--- src/design/ptcs_pkg.sv ---
// Shared types, constants and the curve generator for the pedal torque command shaper.
package ptcs_pkg;

    // Port and field widths
    localparam int SAMPLE_W      = 12;
    localparam int SAMPLE_FIELDS = 4;
    localparam int GEAR_W        = 2;
    localparam int TORQUE_W      = 16;
    localparam int MAXT_W        = 15;
    localparam int CFG_IDX_W     = 2;
    localparam int CFG_DATA_W    = 15;

    // Throttle figure 0..100 and the curve index space
    localparam int THR_W       = 7;
    localparam int CURVE_DEPTH = 1 << THR_W;

    // Divider operands: |avg - min| * 100 fits in 19 bits, span in 12 bits
    localparam int NUM_W = 19;
    localparam int DEN_W = SAMPLE_W;

    // Parameter defaults
    localparam int SAMPLE_COUNT_DEF    = 4;
    localparam int CURVE_FRAC_BITS_DEF = 16;

    // Shaping constants
    localparam int THR_FULL  = 100;
    localparam int THR_LOW   = 5;
    localparam int STEP_RISE = 8;
    localparam int STEP_FALL = 25;
    localparam int DB_ENTER  = 18;
    localparam int DB_LEAVE  = 25;

    // 100^9, for the exact curve entries
    localparam logic [63:0] POW100_9 = 64'd1000000000000000000;

    localparam logic [SAMPLE_W-1:0] PEDAL_MAX_RST = 12'hFFF;

    // Register indexes
    localparam logic [CFG_IDX_W-1:0] REG_PEDAL_MIN   = 2'd0;
    localparam logic [CFG_IDX_W-1:0] REG_PEDAL_MAX   = 2'd1;
    localparam logic [CFG_IDX_W-1:0] REG_MAX_FORWARD = 2'd2;
    localparam logic [CFG_IDX_W-1:0] REG_MAX_REVERSE = 2'd3;

    // Gear codes; anything other than neutral or drive acts as reverse
    localparam logic [GEAR_W-1:0] GEAR_NEUTRAL = 2'd0;
    localparam logic [GEAR_W-1:0] GEAR_DRIVE   = 2'd1;

    typedef enum logic [2:0] {
        S_IDLE,
        S_AVG,
        S_SCALE,
        S_THR_START,
        S_THR_WAIT,
        S_CURVE,
        S_SHAPE
    } t_state;

    typedef struct packed {
        logic     load_sum;
        logic     div_start;
        logic     load_avg;
        logic     load_scale;
        logic     load_thr;
        logic     load_prod;
        logic     commit;
    } t_cmd;

    typedef struct packed {
        logic div_done;
        logic out_free;
    } t_status;

    // floor(2^F * (t/100)^1.8): largest y with y^5 * 100^9 <= t^9 * 2^(5F).
    // Evaluated at elaboration only.
    function automatic logic [31:0] curve_entry(input int t, input int frac_bits);
        logic [255:0] rhs;
        logic [255:0] lhs;
        logic [255:0] sq;
        logic [31:0]  y;
        logic [31:0]  cand;
        y = '0;
        if (t > THR_FULL) begin
            return '0;
        end
        rhs = 256'd1;
        for (int k = 0; k < 9; k++) begin
            rhs = rhs * 256'(t);
        end
        rhs = rhs << (5 * frac_bits);
        for (int b = frac_bits; b >= 0; b--) begin
            cand = y | (32'd1 << b);
            sq   = 256'(cand) * 256'(cand);
            lhs  = sq * sq * 256'(cand) * 256'(POW100_9);
            if (lhs <= rhs) begin
                y = cand;
            end
        end
        return y;
    endfunction

endpackage

--- src/design/ptcs_div.sv ---
// Restoring divider, one quotient bit per cycle.
module ptcs_div #(
    parameter int DIVIDEND_W = ptcs_pkg::NUM_W,
    parameter int DIVISOR_W  = ptcs_pkg::DEN_W
) (
    input  logic                  i_clk,
    input  logic                  i_rst_n,
    input  logic                  i_start,
    input  logic [DIVIDEND_W-1:0] i_dividend,
    input  logic [DIVISOR_W-1:0]  i_divisor,
    output logic                  o_done,
    output logic [DIVIDEND_W-1:0] o_quotient
);

    localparam int CNT_W = $clog2(DIVIDEND_W);
    localparam logic [CNT_W-1:0] LAST = CNT_W'(DIVIDEND_W - 1);

    logic                  r_busy;
    logic                  r_done;
    logic [CNT_W-1:0]      r_cnt;
    logic [DIVIDEND_W-1:0] r_quo;
    logic [DIVISOR_W-1:0]  r_rem;
    logic [DIVISOR_W-1:0]  r_dvs;

    logic [DIVISOR_W:0]    trial;
    logic                  take;
    logic [DIVISOR_W-1:0]  n_rem;

    // Quotient bits shift in from the bottom as dividend bits shift out the top
    always_comb begin
        trial = {r_rem, r_quo[DIVIDEND_W-1]};
        take  = trial >= {1'b0, r_dvs};
        n_rem = take ? DIVISOR_W'(trial - {1'b0, r_dvs}) : trial[DIVISOR_W-1:0];
    end

    always_ff @(posedge i_clk) begin
        if (!i_rst_n) begin
            r_busy <= 1'b0;
            r_done <= 1'b0;
            r_cnt  <= '0;
        end else begin
            r_done <= 1'b0;
            if (i_start) begin
                r_busy <= 1'b1;
                r_cnt  <= '0;
            end else if (r_busy) begin
                r_cnt <= r_cnt + 1'b1;
                if (r_cnt == LAST) begin
                    r_busy <= 1'b0;
                    r_done <= 1'b1;
                end
            end
        end
    end

    always_ff @(posedge i_clk) begin
        if (i_start) begin
            r_quo <= i_dividend;
            r_rem <= '0;
            r_dvs <= i_divisor;
        end else if (r_busy) begin
            r_quo <= {r_quo[DIVIDEND_W-2:0], take};
            r_rem <= n_rem;
        end
    end

    assign o_done     = r_done;
    assign o_quotient = r_quo;

endmodule

--- src/design/ptcs_ctrl.sv ---
// Sequencer for one item: average, scale, divide, curve, shape, commit.
module ptcs_ctrl (
    input  logic              i_clk,
    input  logic              i_rst_n,
    input  logic              i_in_valid,
    output logic              o_in_stall,
    input  ptcs_pkg::t_status i_status,
    output ptcs_pkg::t_cmd    o_cmd
);

    ptcs_pkg::t_state r_state;
    ptcs_pkg::t_state n_state;

    always_ff @(posedge i_clk) begin
        if (!i_rst_n) begin
            r_state <= ptcs_pkg::S_IDLE;
        end else begin
            r_state <= n_state;
        end
    end

    always_comb begin
        n_state    = r_state;
        o_cmd      = '0;
        o_in_stall = 1'b1;
        unique case (r_state)
            ptcs_pkg::S_IDLE: begin
                o_in_stall = 1'b0;
                if (i_in_valid) begin
                    o_cmd.load_sum = 1'b1;
                    n_state        = ptcs_pkg::S_AVG;
                end
            end
            ptcs_pkg::S_AVG: begin
                o_cmd.load_avg = 1'b1;
                n_state        = ptcs_pkg::S_SCALE;
            end
            ptcs_pkg::S_SCALE: begin
                o_cmd.load_scale = 1'b1;
                n_state          = ptcs_pkg::S_THR_START;
            end
            ptcs_pkg::S_THR_START: begin
                o_cmd.div_start = 1'b1;
                n_state         = ptcs_pkg::S_THR_WAIT;
            end
            ptcs_pkg::S_THR_WAIT: begin
                if (i_status.div_done) begin
                    o_cmd.load_thr = 1'b1;
                    n_state        = ptcs_pkg::S_CURVE;
                end
            end
            ptcs_pkg::S_CURVE: begin
                o_cmd.load_prod = 1'b1;
                n_state         = ptcs_pkg::S_SHAPE;
            end
            ptcs_pkg::S_SHAPE: begin
                // hold until the output register can take the item
                if (i_status.out_free) begin
                    o_cmd.commit = 1'b1;
                    n_state      = ptcs_pkg::S_IDLE;
                end
            end
            default: begin
                n_state = ptcs_pkg::S_IDLE;
            end
        endcase
    end

endmodule

--- src/design/ptcs_dp.sv ---
// Datapath: config registers, sample sum, divider, curve scaling, rate limit and deadband.
module ptcs_dp #(
    parameter int SAMPLE_COUNT    = ptcs_pkg::SAMPLE_COUNT_DEF,
    parameter int CURVE_FRAC_BITS = ptcs_pkg::CURVE_FRAC_BITS_DEF
) (
    input  logic                                i_clk,
    input  logic                                i_rst_n,
    input  ptcs_pkg::t_cmd                      i_cmd,
    output ptcs_pkg::t_status                   o_status,
    input  logic [ptcs_pkg::SAMPLE_W-1:0]       i_pedal_sample_0,
    input  logic [ptcs_pkg::SAMPLE_W-1:0]       i_pedal_sample_1,
    input  logic [ptcs_pkg::SAMPLE_W-1:0]       i_pedal_sample_2,
    input  logic [ptcs_pkg::SAMPLE_W-1:0]       i_pedal_sample_3,
    input  logic [ptcs_pkg::GEAR_W-1:0]         i_gear,
    input  logic                                i_cfg_valid,
    output logic                                o_cfg_ready,
    input  logic [ptcs_pkg::CFG_IDX_W-1:0]      i_cfg_index,
    input  logic [ptcs_pkg::CFG_DATA_W-1:0]     i_cfg_data,
    output logic                                o_out_valid,
    input  logic                                i_out_stall,
    output logic signed [ptcs_pkg::TORQUE_W-1:0] o_torque_command,
    output logic                                o_drive_enable
);

    localparam int SAMPLE_W = ptcs_pkg::SAMPLE_W;
    localparam int NUM_W    = ptcs_pkg::NUM_W;
    localparam int NUM_S_W  = NUM_W + 1;
    localparam int DEN_W    = ptcs_pkg::DEN_W;
    localparam int THR_W    = ptcs_pkg::THR_W;
    localparam int MAXT_W   = ptcs_pkg::MAXT_W;
    localparam int TORQUE_W = ptcs_pkg::TORQUE_W;
    localparam int SH_W     = TORQUE_W + 2;
    localparam int SUM_W    = $clog2(SAMPLE_COUNT * ((1 << SAMPLE_W) - 1) + 1);
    localparam int SUM_Q    = SAMPLE_COUNT / ptcs_pkg::SAMPLE_FIELDS;
    localparam int SUM_R    = SAMPLE_COUNT % ptcs_pkg::SAMPLE_FIELDS;
    localparam int CURVE_W  = CURVE_FRAC_BITS + 1;
    localparam int PROD_W   = CURVE_W + MAXT_W;

    // Average by a rounded-up reciprocal of the sample count; exact over the sum's range
    localparam int AVG_SH     = SUM_W + $clog2(SAMPLE_COUNT);
    localparam int AVG_MUL    = ((1 << AVG_SH) + SAMPLE_COUNT - 1) / SAMPLE_COUNT;
    localparam int AVG_MUL_W  = SUM_W + 2;
    localparam int AVG_PROD_W = SUM_W + AVG_MUL_W;

    // Configuration
    logic [SAMPLE_W-1:0] r_pedal_min;
    logic [SAMPLE_W-1:0] r_pedal_max;
    logic [MAXT_W-1:0]   r_max_fwd;
    logic [MAXT_W-1:0]   r_max_rev;

    // Per-item working registers
    logic [SUM_W-1:0]              r_sum;
    logic [ptcs_pkg::GEAR_W-1:0]   r_gear;
    logic [SAMPLE_W-1:0]           r_avg;
    logic [NUM_W-1:0]              r_num_abs;
    logic [DEN_W-1:0]              r_den_abs;
    logic                          r_thr_ok;
    logic [THR_W-1:0]              r_thr;
    logic [PROD_W-1:0]             r_prod;

    // Persistent shaping state
    logic signed [TORQUE_W-1:0]    r_prev;
    logic                          r_in_db;
    logic                          r_en;

    // Output register
    logic                          r_out_valid;
    logic signed [TORQUE_W-1:0]    r_torque;
    logic                          r_out_en;

    // Curve constants
    logic [CURVE_W-1:0] curve_rom [ptcs_pkg::CURVE_DEPTH];

    for (genvar g = 0; g < ptcs_pkg::CURVE_DEPTH; g++) begin : g_curve
        localparam logic [31:0] ENTRY = ptcs_pkg::curve_entry(g, CURVE_FRAC_BITS);
        assign curve_rom[g] = ENTRY[CURVE_W-1:0];
    end

    assign o_cfg_ready = 1'b1;

    always_ff @(posedge i_clk) begin
        if (!i_rst_n) begin
            r_pedal_min <= '0;
            r_pedal_max <= ptcs_pkg::PEDAL_MAX_RST;
            r_max_fwd   <= '0;
            r_max_rev   <= '0;
        end else if (i_cfg_valid) begin
            unique case (i_cfg_index)
                ptcs_pkg::REG_PEDAL_MIN:   r_pedal_min <= i_cfg_data[SAMPLE_W-1:0];
                ptcs_pkg::REG_PEDAL_MAX:   r_pedal_max <= i_cfg_data[SAMPLE_W-1:0];
                ptcs_pkg::REG_MAX_FORWARD: r_max_fwd   <= i_cfg_data[MAXT_W-1:0];
                ptcs_pkg::REG_MAX_REVERSE: r_max_rev   <= i_cfg_data[MAXT_W-1:0];
                default: ;
            endcase
        end
    end

    // Sample sum: whole groups of the four fields, then a partial group
    logic [NUM_W-1:0] sum_all;
    logic [NUM_W-1:0] sum_part;
    logic [SUM_W-1:0] n_sum;

    always_comb begin
        sum_all = NUM_W'(i_pedal_sample_0) + NUM_W'(i_pedal_sample_1)
                + NUM_W'(i_pedal_sample_2) + NUM_W'(i_pedal_sample_3);
        sum_part = '0;
        if (SUM_R > 0) begin
            sum_part = sum_part + NUM_W'(i_pedal_sample_0);
        end
        if (SUM_R > 1) begin
            sum_part = sum_part + NUM_W'(i_pedal_sample_1);
        end
        if (SUM_R > 2) begin
            sum_part = sum_part + NUM_W'(i_pedal_sample_2);
        end
        n_sum = SUM_W'(NUM_W'(SUM_Q) * sum_all + sum_part);
    end

    logic [AVG_PROD_W-1:0] avg_prod;
    logic [SAMPLE_W-1:0]   n_avg;

    always_comb begin
        avg_prod = AVG_PROD_W'(r_sum) * AVG_PROD_W'(AVG_MUL);
        n_avg    = avg_prod[AVG_SH +: SAMPLE_W];
    end

    // Divider for the pedal scaling
    logic             div_done;
    logic [NUM_W-1:0] div_quo;

    ptcs_div #(
        .DIVIDEND_W (NUM_W),
        .DIVISOR_W  (DEN_W)
    ) u_div (
        .i_clk      (i_clk),
        .i_rst_n    (i_rst_n),
        .i_start    (i_cmd.div_start),
        .i_dividend (r_num_abs),
        .i_divisor  (r_den_abs),
        .o_done     (div_done),
        .o_quotient (div_quo)
    );

    // Scaling: signed (avg - min) * 100 over (max - min), split into sign and magnitudes
    logic signed [SAMPLE_W:0] avg_ofs;
    logic signed [SAMPLE_W:0] den_s;
    logic signed [NUM_S_W-1:0] num_s;
    logic [NUM_W-1:0]          num_abs;
    logic [DEN_W-1:0]          den_abs;
    logic                      thr_ok;
    logic [THR_W-1:0]          n_thr;

    always_comb begin
        avg_ofs = $signed({1'b0, r_avg}) - $signed({1'b0, r_pedal_min});
        den_s   = $signed({1'b0, r_pedal_max}) - $signed({1'b0, r_pedal_min});
        num_s   = NUM_S_W'(avg_ofs) * NUM_S_W'(ptcs_pkg::THR_FULL);
        num_abs = num_s[NUM_W] ? NUM_W'(-num_s) : num_s[NUM_W-1:0];
        den_abs = den_s[SAMPLE_W] ? DEN_W'(-den_s) : den_s[DEN_W-1:0];
        // quotient is positive only for a nonzero span and same-sign operands
        thr_ok  = (den_s != '0) && (num_s != '0) && (num_s[NUM_W] == den_s[SAMPLE_W]);
        if (!r_thr_ok) begin
            n_thr = '0;
        end else if (div_quo > NUM_W'(ptcs_pkg::THR_FULL)) begin
            n_thr = THR_W'(ptcs_pkg::THR_FULL);
        end else begin
            n_thr = div_quo[THR_W-1:0];
        end
    end

    // Curve times the gear's maximum
    logic [MAXT_W-1:0] maxt;
    logic [PROD_W-1:0] n_prod;

    always_comb begin
        maxt   = (r_gear == ptcs_pkg::GEAR_DRIVE) ? r_max_fwd : r_max_rev;
        n_prod = PROD_W'(curve_rom[r_thr]) * PROD_W'(maxt);
    end

    // Rate limit, low-throttle cut, deadband
    logic [MAXT_W-1:0]          mag;
    logic [MAXT_W-1:0]          prev_abs;
    logic [MAXT_W-1:0]          lim_abs;
    logic signed [SH_W-1:0]     cmd_s;
    logic signed [SH_W-1:0]     prev_s;
    logic signed [SH_W-1:0]     diff;
    logic signed [SH_W-1:0]     step;
    logic signed [SH_W-1:0]     lim;
    logic signed [TORQUE_W-1:0] lim_t;
    logic signed [TORQUE_W-1:0] out_cmd;
    logic signed [TORQUE_W-1:0] n_prev;
    logic                       rising;
    logic                       n_in_db;
    logic                       n_en;
    logic                       out_en;

    always_comb begin
        mag    = r_prod[CURVE_FRAC_BITS +: MAXT_W];
        prev_s = SH_W'(r_prev);
        cmd_s  = $signed(SH_W'(mag));
        if (r_gear == ptcs_pkg::GEAR_DRIVE) begin
            cmd_s = -cmd_s;
        end
        prev_abs = r_prev[TORQUE_W-1] ? MAXT_W'(-r_prev) : MAXT_W'(r_prev);
        rising   = mag > prev_abs;
        step     = rising ? SH_W'(ptcs_pkg::STEP_RISE) : SH_W'(ptcs_pkg::STEP_FALL);
        diff     = cmd_s - prev_s;
        if (diff > step) begin
            lim = prev_s + step;
        end else if (diff < -step) begin
            lim = prev_s - step;
        end else begin
            lim = cmd_s;
        end
        lim_t   = TORQUE_W'(lim);
        lim_abs = lim_t[TORQUE_W-1] ? MAXT_W'(-lim_t) : MAXT_W'(lim_t);
        if ((r_thr < THR_W'(ptcs_pkg::THR_LOW)) && (lim_abs > prev_abs)) begin
            lim_t   = '0;
            lim_abs = '0;
        end
        n_prev  = lim_t;
        n_in_db = r_in_db;
        out_cmd = lim_t;
        if (r_in_db) begin
            if (lim_abs > MAXT_W'(ptcs_pkg::DB_LEAVE)) begin
                n_in_db = 1'b0;
                n_en    = 1'b1;
            end else begin
                out_cmd = '0;
                n_en    = 1'b0;
            end
        end else begin
            if (lim_abs < MAXT_W'(ptcs_pkg::DB_ENTER)) begin
                n_in_db = 1'b1;
                out_cmd = '0;
                n_en    = 1'b0;
            end else begin
                n_en = 1'b1;
            end
        end
        out_en = n_en;
        // released pedal and neutral bypass the shaping and leave the deadband alone
        if (r_thr == '0) begin
            n_prev  = '0;
            n_in_db = r_in_db;
            out_cmd = '0;
            n_en    = 1'b0;
            out_en  = 1'b0;
        end else if (r_gear == ptcs_pkg::GEAR_NEUTRAL) begin
            n_prev  = '0;
            n_in_db = r_in_db;
            out_cmd = '0;
            n_en    = r_en;
            out_en  = r_en;
        end
    end

    always_ff @(posedge i_clk) begin
        if (i_cmd.load_sum) begin
            r_sum  <= n_sum;
            r_gear <= i_gear;
        end
        if (i_cmd.load_avg) begin
            r_avg <= n_avg;
        end
        if (i_cmd.load_scale) begin
            r_num_abs <= num_abs;
            r_den_abs <= den_abs;
            r_thr_ok  <= thr_ok;
        end
        if (i_cmd.load_thr) begin
            r_thr <= n_thr;
        end
        if (i_cmd.load_prod) begin
            r_prod <= n_prod;
        end
        if (i_cmd.commit) begin
            r_torque <= out_cmd;
            r_out_en <= out_en;
        end
    end

    always_ff @(posedge i_clk) begin
        if (!i_rst_n) begin
            r_prev      <= '0;
            r_in_db     <= 1'b0;
            r_en        <= 1'b0;
            r_out_valid <= 1'b0;
        end else begin
            if (i_cmd.commit) begin
                r_prev      <= n_prev;
                r_in_db     <= n_in_db;
                r_en        <= n_en;
                r_out_valid <= 1'b1;
            end else if (!i_out_stall) begin
                r_out_valid <= 1'b0;
            end
        end
    end

    assign o_status.div_done = div_done;
    assign o_status.out_free = !r_out_valid || !i_out_stall;

    assign o_out_valid      = r_out_valid;
    assign o_torque_command = r_torque;
    assign o_drive_enable   = r_out_en;

endmodule

--- src/design/pedal_torque_command_shaper.sv ---
// Top level of the pedal torque command shaper.
// Each input item (pedal ADC samples and gear) yields one result item: a signed
// torque command and the drive enable flag. The samples are averaged, scaled
// against the pedal_min/pedal_max calibration into a 0..100 throttle figure,
// shaped by a (throttle/100)^1.8 curve times the forward or reverse maximum,
// then rate limited and passed through a deadband with hysteresis. One item is
// worked on at a time, and the input stays stalled from acceptance until its commit
// into the output register. The throttle scaling uses the restoring divider (one
// quotient bit per cycle, 19-bit dividend); the average is a reciprocal multiply.
// A finished item waits while the output register still holds an unaccepted
// result, and the input stays stalled until then. The output register holds a
// finished item while the next one is taken in and worked on. Configuration
// writes are always ready and must only be made while idle.
module pedal_torque_command_shaper #(
    parameter int SAMPLE_COUNT    = ptcs_pkg::SAMPLE_COUNT_DEF,
    parameter int CURVE_FRAC_BITS = ptcs_pkg::CURVE_FRAC_BITS_DEF
) (
    input  logic                                 i_clk,
    input  logic                                 i_rst_n,
    input  logic                                 i_in_valid,
    output logic                                 o_in_stall,
    input  logic [ptcs_pkg::SAMPLE_W-1:0]        i_pedal_sample_0,
    input  logic [ptcs_pkg::SAMPLE_W-1:0]        i_pedal_sample_1,
    input  logic [ptcs_pkg::SAMPLE_W-1:0]        i_pedal_sample_2,
    input  logic [ptcs_pkg::SAMPLE_W-1:0]        i_pedal_sample_3,
    input  logic [ptcs_pkg::GEAR_W-1:0]          i_gear,
    output logic                                 o_out_valid,
    input  logic                                 i_out_stall,
    output logic signed [ptcs_pkg::TORQUE_W-1:0] o_torque_command,
    output logic                                 o_drive_enable,
    input  logic                                 i_cfg_valid,
    output logic                                 o_cfg_ready,
    input  logic [ptcs_pkg::CFG_IDX_W-1:0]       i_cfg_index,
    input  logic [ptcs_pkg::CFG_DATA_W-1:0]      i_cfg_data
);

    ptcs_pkg::t_cmd    cmd;
    ptcs_pkg::t_status status;

    ptcs_ctrl u_ctrl (
        .i_clk      (i_clk),
        .i_rst_n    (i_rst_n),
        .i_in_valid (i_in_valid),
        .o_in_stall (o_in_stall),
        .i_status   (status),
        .o_cmd      (cmd)
    );

    ptcs_dp #(
        .SAMPLE_COUNT    (SAMPLE_COUNT),
        .CURVE_FRAC_BITS (CURVE_FRAC_BITS)
    ) u_dp (
        .i_clk            (i_clk),
        .i_rst_n          (i_rst_n),
        .i_cmd            (cmd),
        .o_status         (status),
        .i_pedal_sample_0 (i_pedal_sample_0),
        .i_pedal_sample_1 (i_pedal_sample_1),
        .i_pedal_sample_2 (i_pedal_sample_2),
        .i_pedal_sample_3 (i_pedal_sample_3),
        .i_gear           (i_gear),
        .i_cfg_valid      (i_cfg_valid),
        .o_cfg_ready      (o_cfg_ready),
        .i_cfg_index      (i_cfg_index),
        .i_cfg_data       (i_cfg_data),
        .o_out_valid      (o_out_valid),
        .i_out_stall      (i_out_stall),
        .o_torque_command (o_torque_command),
        .o_drive_enable   (o_drive_enable)
    );

endmodule

--- config.mk ---
export PLATFORM = sky130hd
export DESIGN_NAME = pedal_torque_command_shaper
export DESIGN_NICKNAME = d
export VERILOG_FILES = /design/src/design/ptcs_pkg.sv /design/src/design/ptcs_div.sv /design/src/design/ptcs_ctrl.sv /design/src/design/ptcs_dp.sv /design/src/design/pedal_torque_command_shaper.sv
export SDC_FILE = /design/constraint.sdc
export NUM_CORES = 1
export LEC_CHECK = 0
export BUFFER_PORTS_ARGS = -buffer_cell sky130_fd_sc_hd__buf_2
export CAP_MARGIN = 0
export CORE_MARGIN = 2
export CORE_UTILIZATION = 43
export CTS_BUF_LIST = sky130_fd_sc_hd__clkbuf_4 sky130_fd_sc_hd__clkbuf_8
export DETAILED_ROUTE_END_ITERATION = 12
export PLACE_DENSITY = 0.65
export SYNTH_ARGS = -nofsm -noshare
export SYNTH_HDL_FRONTEND = slang
export SYNTH_HIERARCHICAL = 1
export SYNTH_SLANG_ARGS = --single-unit
--- constraint.sdc ---
create_clock -name i_clk -period 8.5 [get_ports i_clk]
set_clock_uncertainty 0.15 [all_clocks]
set_input_delay 0.85 -clock i_clk [delete_from_list [all_inputs] [get_ports i_clk]]
set_output_delay 0.85 -clock i_clk [all_outputs]
set_load 0.1 [all_outputs]
After elaboration in Yosys (flattened, before gate mapping):

Memories as Yosys holds them, arrays and structs flattened.
Cells that the tools add are included.

* register bits: 241
* ROM bits: 2176
* input bits: 72
* output and inout port bits: 20
* word-level logic and storage cells: 152
* memories: 1

* add/sub/neg operators: 16
* multiply operators: 2
* $lt $le $gt $ge: 10
* equality and inequality tests: 16
* mux-type cells: 51
* bitwise gates (word level): 6
* reduce and logical (&&, ||, !) cells: 23

Memory list
* (name not given): words 128, bits a word 17, read ports 1, clocked after Yosys merged registers in 0, write ports 0, line ptcs_dp.sv:176 `n_prod = PROD_W'(curve_rom[r_thr]) * PROD_W'(maxt);`

Operator list (number)
* $mux W16: 8
* $mux W15: 4
* $mux W19: 3
* $mux W17: 2
* $mul A17 B15 Y31: 1
* $gt A15 B15 Y1: 2
* $neg A15 Y15: 2
* $add A14 B12 Y14: 2
* $sub A12 B12 Y13: 2
* $mux W1: 25
* $mux W12: 2
* $pmux W3 S7: 1
* $reduce_bool A20 Y1: 1
* $gt A19 B7 Y1 const B: 1
* $neg A19 Y19: 1
* $gt A18 B18 Y1: 1
* $lt A18 B18 Y1: 1
* $mul A13 B6 Y18 const B: 1
* $mux W18: 1
* $neg A15 Y18: 1
* $neg A18 Y18: 1
* $sub A18 B16 Y18: 1
* $add A16 B6 Y16: 1
* $sub A16 B6 Y16: 1
* other kinds (35): 58

Depth between registers and ports, before layout:

Gate-level depths: netlist of run 1.

* word-level depth: 18
* depth in mapped cells: 45
* gate-level depth less buffers: 40

By module:

The synthesis of run 1 kept the hierarchy.

Modules (own cells, without submodules)
* ptcs_dp: instances 1, cells an instance 2817, area each 23731.5 µm², seq. area each 4314.1 µm²
* ptcs_div: instances 1, cells an instance 241, area each 2607.5 µm², seq. area each 1311.3 µm²
* ptcs_ctrl: instances 1, cells an instance 25, area each 195.2 µm², seq. area each 60.1 µm²

Least setup slack after synthesis of run 1:

OpenSTA, ideal clock, no wires.

* path kind: flip-flop to flip-flop
* start: register u_dp.r_thr[3]
* end: register u_dp.r_prod[30], data pin
* library setup time: 0.260 ns
* data arrival time: 8.601 ns
* data required time: 8.090 ns
* slack: -0.511 ns
* cell stages (with the launch flop): 38
* path buffers: 8
* clock period less this slack: 9.011 ns
* cell sequence: edfxtp_1 -> clkbuf_1 -> clkbuf_1 -> buf_1 -> clkbuf_1 -> buf_1 -> buf_1 -> buf_1 -> nand3_1 -> o21ai_0 -> a21oi_1 -> a31oi_1 -> clkbuf_1 -> nand2_1 -> fa_1 -> inv_1 -> fa_1 -> fa_1 -> [2 not listed] -> fa_1 -> inv_1 -> fa_1 -> ha_1 -> o21ai_0 -> a21oi_1 -> a21oi_1 -> o21ai_0 -> a31oi_1 -> o21ai_0 -> o211ai_1 -> nand3_1 -> o2111a_1 -> o21a_1 -> o21a_1 -> o21a_1 -> nor2_1 -> xnor2_1

* cells in the longest elaborated chain, start to end: 5

Ends and longest elaborated chain
* from (decl): line ptcs_dp.sv:58 `logic [THR_W-1:0] r_thr;`
* from (signal assigned): line ptcs_dp.sv:271 `r_thr <= n_thr;`
* $not A7 Y8 (implied by the code): line ptcs_dp.sv:176
* $mem_v2 Z128 W17
* $mux W17 (implied by the code) (2 in series): line ptcs_dp.sv:176
* $mul A17 B15 Y31: line ptcs_dp.sv:176
* named net u_dp.n_prod[30]: line ptcs_dp.sv:172 `logic [PROD_W-1:0] n_prod;`
* to (signal assigned): line ptcs_dp.sv:274 `r_prod <= n_prod;`
* to (decl): line ptcs_dp.sv:59 `logic [PROD_W-1:0] r_prod;`

The timed path passes the listed nets, and every way through them passes these cells. The select of a mux whose other input is x is not followed.
A chain may end at the register's enable or synchronous reset.

Final worst setup path of run 1:

* start: register u_dp.r_prev[1]
* end: register u_dp.r_torque[12], in the netlist u_dp/o_torque_command[12], data pin

* cells in the longest elaborated chain, start to end: 16
* elaborated cells between the ends (all ways): 23
* classes of those cells: add/sub (6); order compare (6); mux (10); reduce/logical (1)

Ends and longest elaborated chain
* from (decl): line ptcs_dp.sv:62 `logic signed [TORQUE_W-1:0] r_prev;`
* from (signal assigned): line ptcs_dp.sv:290 `r_prev <= n_prev;`
* $neg A15 Y15: line ptcs_dp.sv:203 `prev_abs = r_prev[TORQUE_W-1] ? MAXT_W'(-r_prev) : MAXT_W'(r_prev);`
* $mux W15: line ptcs_dp.sv:203
* $gt A15 B15 Y1: line ptcs_dp.sv:204 `rising = mag > prev_abs;`
* $mux W5: line ptcs_dp.sv:205 `step = rising ? SH_W'(ptcs_pkg::STEP_RISE) : SH_W'(ptcs_pkg::STEP_FALL);`
* $neg A18 Y18: line ptcs_dp.sv:209 `end else if (diff < -step) begin`
* $lt A18 B18 Y1: line ptcs_dp.sv:209
* $mux W16: line ptcs_dp.sv:209
* $mux W16: line ptcs_dp.sv:207 `if (diff > step) begin`
* $neg A15 Y15: line ptcs_dp.sv:215 `lim_abs = lim_t[TORQUE_W-1] ? MAXT_W'(-lim_t) : MAXT_W'(lim_t);`
* $mux W15: line ptcs_dp.sv:215
* $gt A15 B15 Y1: line ptcs_dp.sv:216 `if ((r_thr < THR_W'(ptcs_pkg::THR_LOW)) && (lim_abs > prev_abs)) begin`
* $logic_and A1 B1 Y1: line ptcs_dp.sv:216
* $mux W15: line ptcs_dp.sv:216
* $lt A15 B5 Y1 or $gt A15 B5 Y1 (tied branches): line ptcs_dp.sv:232, ptcs_dp.sv:224
* $mux W16, on equally long branches: line ptcs_dp.sv:232, ptcs_dp.sv:224
* $mux W16 (*): line ptcs_dp.sv:223 `if (r_in_db) begin`
* to (signal assigned): line ptcs_dp.sv:277 `r_torque <= out_cmd;`
* to (decl): line ptcs_dp.sv:68 `logic signed [TORQUE_W-1:0] r_torque;`

Every way passes the cells marked *; elsewhere a longest branch is shown, timed or not.

==> reports/qor.txt, run 1 <==
Violation count after the first detailed-route iteration -> 1782
Number of iterations in the first detailed-routing pass -> 5
Top-count cell post-synth -> sky130_fd_sc_hd__nand2_1
Setup repair after global routing missed its margin -> true
Setup violation total in the final timing report -> 0
Vias in the first global route -> 22220
Post-synth top cells -> sky130_fd_sc_hd__nand2_1 (441), sky130_fd_sc_hd__inv_1 (330), sky130_fd_sc_hd__ha_1 (241)
Detailed placer's ending HPWL -> 58120 um
Highest fanout seen on the critical path -> 7
Height of the die -> 252.4 um
Detail-routed net length per standard cell -> 17.81 um
Result of the run -> complete, no violations
Setup crit end kind -> flip-flop
DRC Markers -> 0
Largest cells by area after synthesis -> sky130_fd_sc_hd__fa_1 (17%), sky130_fd_sc_hd__edfxtp_1 (14%), sky130_fd_sc_hd__ha_1 (11%)
Post-DR vias/cell -> 5.524
Cts bufs inserted -> 40
Quantity of hold-fixing buffers added after cts -> 0
Global-route wire length before repair -> 118100 um
Sequential area share after synthesis -> 21.43%
Maximum level of the CTS H-tree -> 2
Number of nets with antenna violations after detailed routing -> 0
Core area -> 0.06137 mm^2
Max stage delay on crit path -> 0.52 ns
Final Wtd Congestion -> 0.9596
Clock latency on the worst-skew pair -> 0.62 ns
Via count -> 23090
Maximum ir drop on the vdd rail -> 0.2168 mV
Layout Cell Area excl Fill -> 0.03150 mm^2
Antenna violations before repair -> 6
Leading area contributor after synthesis -> sky130_fd_sc_hd__fa_1
Arrival time at the worst endpoint -> 8.61 ns
Worst slew margin relative to its limit -> 12.70%
Combined area of all synthesized cells -> 0.02653 mm^2
Buffers added on ports -> 90
Fin crit share -> 98.25%
Register bit count reported by yosys -> 221
Number of synthesized flops with an enable pin -> 126
Storage element area -> 0.005690 mm^2
TritonCTS clock tree -> yes
Path type of the worst setup path -> reg2reg
Total clock sinks -> 221
Initial Util -> 43.24%
Global-route usage over all layers -> 23.12%
PwrDens -> 165.4 mW/mm^2
Bufs on Longest Clock Path -> 3
Yosys cell types -> 103
Top-area cell type share of the netlist area -> 17.35%
Final-layout fill cell count -> 5748
Largest net degree at the start of global routing -> 88
Post-synthesis to final-layout area growth -> 18.72%
Clock root buffer -> sky130_fd_sc_hd__clkbuf_8
Pins Over Slew Limit -> 0
Layout cell share with drive strength beyond 1 -> 19.68%
Setup TNS -> 0 ns
GRT Residual Overflow -> 0
Post-route worst hold slack -> 0.2664 ns
Min cycle time layout -> 8.351 ns
Routed Wire Length -> 74460 um
Endpoint required time on the critical path -> 8.76 ns
Leak -> 13.88 nW
Area of combinational cells with multiple inputs -> 0.01978 mm^2
X dimension of the die -> 252.4 um
Critical path's slowest cell -> sky130_fd_sc_hd__or4_4
Placed instance area -> 0.02948 mm^2
Maximum Capacitance Violations -> 0
Syn Inst Count -> 3083
Most repeated library cell on the critical path -> sky130_fd_sc_hd__nor2_4
Synth Area per Inst -> 8.607 um^2
Measured slew at the worst slew-check pin -> 1.299 ns
Async set or reset register ratio after synthesis -> 0%
Die ar. -> 0.06371 mm^2
Final count of hold timing violations -> 0
Nets -> 3900
Final design utilization -> 51.33%
Tightest Hold Check Type -> reg2reg
Critical Path Source Type -> flip-flop
CTS clock-pin slew for the worst setup and hold paths -> 0.07 ns
I/O pin cnt -> 92
Standard-cell rows -> 91
Synth warn -> 6
Most used DFF post-synth -> sky130_fd_sc_hd__edfxtp_1
Max Fclk -> 119.7 MHz
final cells by class:
class                   count  area share (%)
clock buffers              52           2.073
repair buffers            386           9.179
flip-flops and latches    221           18.06
well taps                 790           3.138
inverters                 334           3.992
diodes                      1        0.007944
multi-input cells        2374           62.80
clock inverters            22          0.7428
sequential cells by signal (all words and copies together) (netlist names), 2 cells and up:
signal	flops
u_dp/r_num_abs	17
u_dp/o_torque_command	16
u_dp/r_pedal_min	12
u_dp/r_prev	16
u_dp/r_den_abs	12
u_dp/r_sum	12
u_dp/u_div/r_dvs	12
u_dp/u_div/r_cnt	5
u_dp/u_div/r_rem	12
u_dp/r_max_fwd	15
u_dp/r_gear	2
u_dp/r_max_rev	15
u_dp/r_thr	7
u_dp/u_div/o_quotient	19
u_dp/r_prod	15
u_dp/r_avg	12
u_ctrl/r_state	3
u_dp/r_pedal_max	12
per-stage QoR:
step | cells | power, mW | setup slack (ns)
after global placement | 4072 | 4.005 | -0.2046
final | 4180 | 5.210 | 0.1491
after detailed placement | 4072 | 4.044 | -0.2985
after floorplan | 3084 | 3.453 | -0.02225
after CTS | 4153 | 5.203 | 0.01016
after global routing | 4180 | 5.665 | -0.2916
power breakdown:
part / internal (mW) / leakage (nW) / switching, mW
Clock: 0.637 / 0.455 / 0.482
Sequential: 1.37 / 1.94 / 0.0540
Combinational: 1.15 / 11.5 / 1.52
Total: 3.15 / 13.9 / 2.06
per-layer routing:
layer | track usage [%] | routed length, um
met2 | 38.30 | 34840
met4 | 6.475 | 1897
met3 | 3.543 | 4657
met5 | 0 | 66
met1 | 31.33 | 33000
worst paths after layout:
path	startpoint	to	slack [ns]	cells past startpoint
setup / recovery	u_dp/r_prev[1]	u_dp/o_torque_command[12]	0.15	37
hold / removal	u_dp/r_sum[7]	u_dp/r_avg[5]	0.27	0
setup reg to reg	u_dp/r_prev[1]	u_dp/o_torque_command[12]	0.15	37
hold reg to reg	u_dp/r_sum[7]	u_dp/r_avg[5]	0.27	0
critical path, delay by kind of cell, from the launching register on:
| kind | cells | cell delay (ns) |
|---|---|---|
| fa+ha+maj | 4 | 1.17 |
| buf+inv | 3 | 0.38 |
| xor+xnor | 2 | 0.23 |
| simple gates | 16 | 3.43 |
| flops | 1 | 0.32 |
| compound gates | 11 | 2.14 |
| mux | 1 | 0.31 |
kinds of logic (layout without fill, tap and decap cells):
kind of cell	after synthesis	after routing	synth area share, %
simple gates	1052	1053	18.48
compound gates	620	620	15.94
buf+inv	490	794	7.149
fa+ha+maj	473	473	28.79
flops	221	221	21.43
xor+xnor	171	171	5.748
mux	54	54	2.433
other cells	2	4	0.02830
layout by cell type (no fill, tap or decap), types with 22 or more instances in the layout:
cell,synthesis,final
sky130_fd_sc_hd__nand3_1,79,78
sky130_fd_sc_hd__fa_1,230,225
sky130_fd_sc_hd__o21ai_1,4,23
sky130_fd_sc_hd__buf_4,8,268
sky130_fd_sc_hd__nand2_1,441,432
sky130_fd_sc_hd__a21boi_0,36,36
sky130_fd_sc_hd__nor2_1,221,206
sky130_fd_sc_hd__a21oi_1,150,139
sky130_fd_sc_hd__and2_1,45,45
sky130_fd_sc_hd__nand2b_1,27,25
sky130_fd_sc_hd__o21ai_0,112,85
sky130_fd_sc_hd__xor2_1,59,59
sky130_fd_sc_hd__o21a_1,22,22
sky130_fd_sc_hd__a31oi_1,24,24
sky130_fd_sc_hd__a21o_1,30,30
sky130_fd_sc_hd__xnor2_1,110,106
sky130_fd_sc_hd__and3_1,22,22
sky130_fd_sc_hd__or3_1,25,22
sky130_fd_sc_hd__ha_1,241,227
sky130_fd_sc_hd__nor2b_1,54,48
sky130_fd_sc_hd__o21bai_1,22,22
sky130_fd_sc_hd__inv_1,330,321
sky130_fd_sc_hd__clkbuf_8,0,42
sky130_fd_sc_hd__nor3_1,43,40
sky130_fd_sc_hd__mux2_2,26,26
sky130_fd_sc_hd__dfxtp_1,95,91
sky130_fd_sc_hd__edfxtp_1,126,126
sky130_fd_sc_hd__buf_2,11,90
sky130_fd_sc_hd__o211ai_1,43,43
timing repair:
| item | 4_1_cts | 5_1_grt |
|---|---|---|
| endpoints found under the setup margin | 26 | 39 |
| resized for setup | 26 | 164 |
| buffers inserted | 6 | 25 |
| pin swaps | 17 | 92 |
| cloned | 1 | 2 |
No activity file was read; power rests on OpenSTA's default activity.
==> run 2: changes to the inputs <==
- SYNTH_HIERARCHICAL: 1 -> not set
==> run 2 against run 1 <==
Effect of this change:
- the run now ends with setup timing left
- die area rose by 0.13%
- power rose by 3.7%
- sequential cell count did not move
- highest routed layer unchanged
==> reports/qor.txt, run 2 <==
Storage element area -> 0.005693 mm^2
Post-synth top cells -> sky130_fd_sc_hd__nand2_1 (466), sky130_fd_sc_hd__inv_1 (384), sky130_fd_sc_hd__ha_1 (254)
Relative contribution of the clock network to total power -> 21.1%
CTS clock-pin slew for the worst setup and hold paths -> 0.07 ns
Number of nets with antenna violations after detailed routing -> 0
Area of combinational cells with multiple inputs -> 0.01963 mm^2
Async set or reset register ratio after synthesis -> 0%
Maximum level of the CTS H-tree -> 2
Buffers added on ports -> 90
Top library cells by usage in the layout, fill and taps aside -> sky130_fd_sc_hd__nand2_1 (453), sky130_fd_sc_hd__inv_1 (370), sky130_fd_sc_hd__buf_4 (359), sky130_fd_sc_hd__ha_1 (241), sky130_fd_sc_hd__fa_1 (211)
Initial Util -> 43.30%
Violation count after the first detailed-route iteration -> 1567
Most frequent standard cell in the layout excluding fill and tap cells -> sky130_fd_sc_hd__nand2_1
Largest net degree at the start of global routing -> 69
I/O pin cnt -> 92
Setup violation total in the final timing report -> 35
Post-synthesis to final-layout area growth -> 22.11%
Top-count cell post-synth -> sky130_fd_sc_hd__nand2_1
Post-Synth Simple-Gate Area -> 18.49%
Number of iterations in the first detailed-routing pass -> 5
Sum of internal, switching and leakage power -> 5.402 mW
Maximum ir drop on the vdd rail -> 0.3241 mV
Standard-cell rows -> 91
Min cycle time layout -> 8.933 ns
PwrDens -> 166.5 mW/mm^2
Compound-gate portion of the synthesized area -> 16.17%
Global-route wire length before repair -> 122200 um
Worst slew margin relative to its limit -> 27.02%
Fin crit share -> 105.1%
Arrival time at the worst endpoint -> 9.06 ns
Count of placed standard cells including taps -> 4205
Largest cells by area after synthesis -> sky130_fd_sc_hd__fa_1 (17%), sky130_fd_sc_hd__edfxtp_1 (14%), sky130_fd_sc_hd__ha_1 (12%)
Max stage delay on crit path -> 0.35 ns
Combined area of all synthesized cells -> 0.02657 mm^2
Final count of hold timing violations -> 0
Detail-routed net length per standard cell -> 17.85 um
Antenna violations before repair -> 2
Final-layout fill cell count -> 5579
Pre-CTS WS -> -0.5120 ns
Syn_nets -> 3667
Setup crit end kind -> flip-flop
Clock root buffer -> sky130_fd_sc_hd__clkbuf_8
Capturing element of the worst setup path -> u_dp.o_torque_command[5]
Clock latency on the worst-skew pair -> 0.56 ns
Most used DFF post-synth -> sky130_fd_sc_hd__edfxtp_1
Yosys cell types -> 108
Dominant combinational cell family by area after synthesis -> adder cells
Via count -> 23360
Synth warn -> 0
Adder-cell share of the synthesized area -> 28.73%
Post-route insts no fill -> 4320
Path length in cells of the critical path -> 48
Maximum Capacitance Violations -> 0
Endpoint required time on the critical path -> 8.63 ns
Internal portion of total power -> 3.258 mW
Most repeated library cell on the critical path -> sky130_fd_sc_hd__a21o_1
Post-DR vias/cell -> 5.407
Net switching component of the power -> 2.144 mW
DRC Markers -> 0
GRT Residual Overflow -> 0
End of the worst register-to-register path -> u_dp.o_torque_command[5]
Number of flip-flops in the largest register -> 19
Cts bufs inserted -> 36
Syn Inst Count -> 3122
Result of the run -> finished with violations
Buffer and inverter count on the worst path -> 9
PnR worst setup slack -> -0.4326 ns
Global-route usage over all layers -> 24.00%
Launch point of the worst path -> u_dp.r_prev[1]
Share of power burned in registers -> 26.5%
X dimension of the die -> 252.6 um
Reg2reg path depth -> 48
Synth Area per Inst -> 8.511 um^2
Launch point of the worst reg-to-reg path -> u_dp.r_prev[1]
Quantity of hold-fixing buffers added after cts -> 0
Xor-xnor portion of the synthesized cell area -> 6.461%
Proportion of power drawn by combinational gates -> 52.4%
Vias in the first global route -> 23210
Height of the die -> 252.6 um
Setup repair after global routing missed its margin -> true
Post-synthesis mux area share -> 0.9277%
Critical path's slowest cell -> sky130_fd_sc_hd__dfxtp_4
Top-area cell type share of the netlist area -> 16.50%
Layout cell share with drive strength beyond 1 -> 21.73%
Die ar. -> 0.06380 mm^2
Max Fclk -> 112.0 MHz
Worst path top cell family by delay -> compound AO/OA/AOI/OAI gates
Leak -> 14.99 nW
Final Wtd Congestion -> 0.9662
Sequential area share after synthesis -> 21.40%
Detailed placer's ending HPWL -> 61450 um
Core area -> 0.06137 mm^2
Minimum setup slack among reg-to-reg paths -> -0.43 ns
Nets -> 4047
Bufs on Longest Clock Path -> 3
Path type of the worst setup path -> reg2reg
Routed Wire Length -> 77120 um
Tightest Hold Check Type -> reg2reg
Ant diodes -> 0
Leading area contributor after synthesis -> sky130_fd_sc_hd__fa_1
Register bit count reported by yosys -> 221
Failing checks -> setup timing
Switching power share of the total -> 39.69%
Number of synthesized flops with an enable pin -> 126
Measured slew at the worst slew-check pin -> 1.091 ns
Critical Path Source Type -> flip-flop
Highest fanout seen on the critical path -> 7
TritonCTS clock tree -> yes
Pins Over Slew Limit -> 0
Total clock sinks -> 221
## run 2: cell count changes in the layout (fill, tap and decap cells not counted), moves of 14 or more
cell,change
sky130_fd_sc_hd__nor2_1,-30
sky130_fd_sc_hd__xnor2_1,+20
sky130_fd_sc_hd__inv_1,+49
sky130_fd_sc_hd__nor2b_1,+18
sky130_fd_sc_hd__mux2_2,-25
sky130_fd_sc_hd__a21o_1,+16
sky130_fd_sc_hd__and2_1,-19
sky130_fd_sc_hd__fa_1,-14
sky130_fd_sc_hd__o21bai_1,+14
sky130_fd_sc_hd__o211ai_1,-25
sky130_fd_sc_hd__buf_4,+91
sky130_fd_sc_hd__buf_6,+17
sky130_fd_sc_hd__nand2_1,+21
sky130_fd_sc_hd__ha_1,+14
## run 2: stage by stage
stage          TNS, ns  hold WS (ns)  utilization [%]  cell area, um^2
2_1_floorplan        0        0.2503                -            26830
3_3_place_gp    -13.02        0.2507            49.49            30370
3_5_place_dp    -16.38        0.2545            49.49            30370
4_1_cts         -4.940        0.2639            51.78            31780
5_1_grt         -24.53        0.2656            52.87            32440
6_report        -13.09        0.2644            52.87            32440
## run 2: repair_timing
item | 4_1_cts | 5_1_grt
pin swaps | 67 | 99
gates cloned | 0 | 1
resized for setup | 76 | 120
buffers inserted | 26 | 26
endpoints found under the setup margin | 43 | 45
## run 2: kinds of logic (layout without fill, tap and decap cells)
kind of cell,Yosys count,in the layout
AOI/OAI and AO/OA,627,627
other,1,1
muxes,22,22
and+or+nand+nor,1042,1042
adders and majority gates,480,480
xor gates and xnor gates,189,189
buffers and inverters,540,948
DFF,221,221
## run 2: metal layers
metal / part of all wire (%) / GRT usage, %
met5: 0.017 / 0
met4: 3.8 / 8.808
met3: 5.7 / 3.553
met2: 49 / 41.95
met1: 42 / 29.94
## run 2: power by group through the flow
stage	Combinational [mW]	Sequential [mW]	Clock, mW
floorplan	2.06	1.44	0
global placement	2.69	1.45	0
detailed placement	2.74	1.46	0
CTS	2.80	1.43	1.16
global route	3.18	1.44	1.20
finish	2.83	1.43	1.14
## run 2: worst min-delay path by stage
stage | start | end | slack (ns) | depth (start not counted)
floorplan | u_dp.r_sum[2] | u_dp.r_avg[0] | 0.25 | 0
global placement | u_dp.r_den_abs[0] | u_dp.u_div.r_dvs[0] | 0.25 | 0
detailed placement | u_dp.r_sum[7] | u_dp.r_avg[5] | 0.25 | 0
CTS | u_dp.r_sum[4] | u_dp.r_avg[2] | 0.26 | 0
global route | u_dp.r_sum[4] | u_dp.r_avg[2] | 0.27 | 0
finish | u_dp.r_sum[4] | u_dp.r_avg[2] | 0.26 | 0
## run 2: layout make-up
| type | count | share of cell area (%) |
|---|---|---|
| Inverter | 388 | 4.547 |
| Clock buffer | 46 | 1.836 |
| Sequential cell | 221 | 17.55 |
| Timing Repair Buffer | 494 | 11.65 |
| Clock inverter | 20 | 0.8754 |
| Tap cell | 790 | 3.047 |
| Multi-Input combinational cell | 2361 | 60.50 |
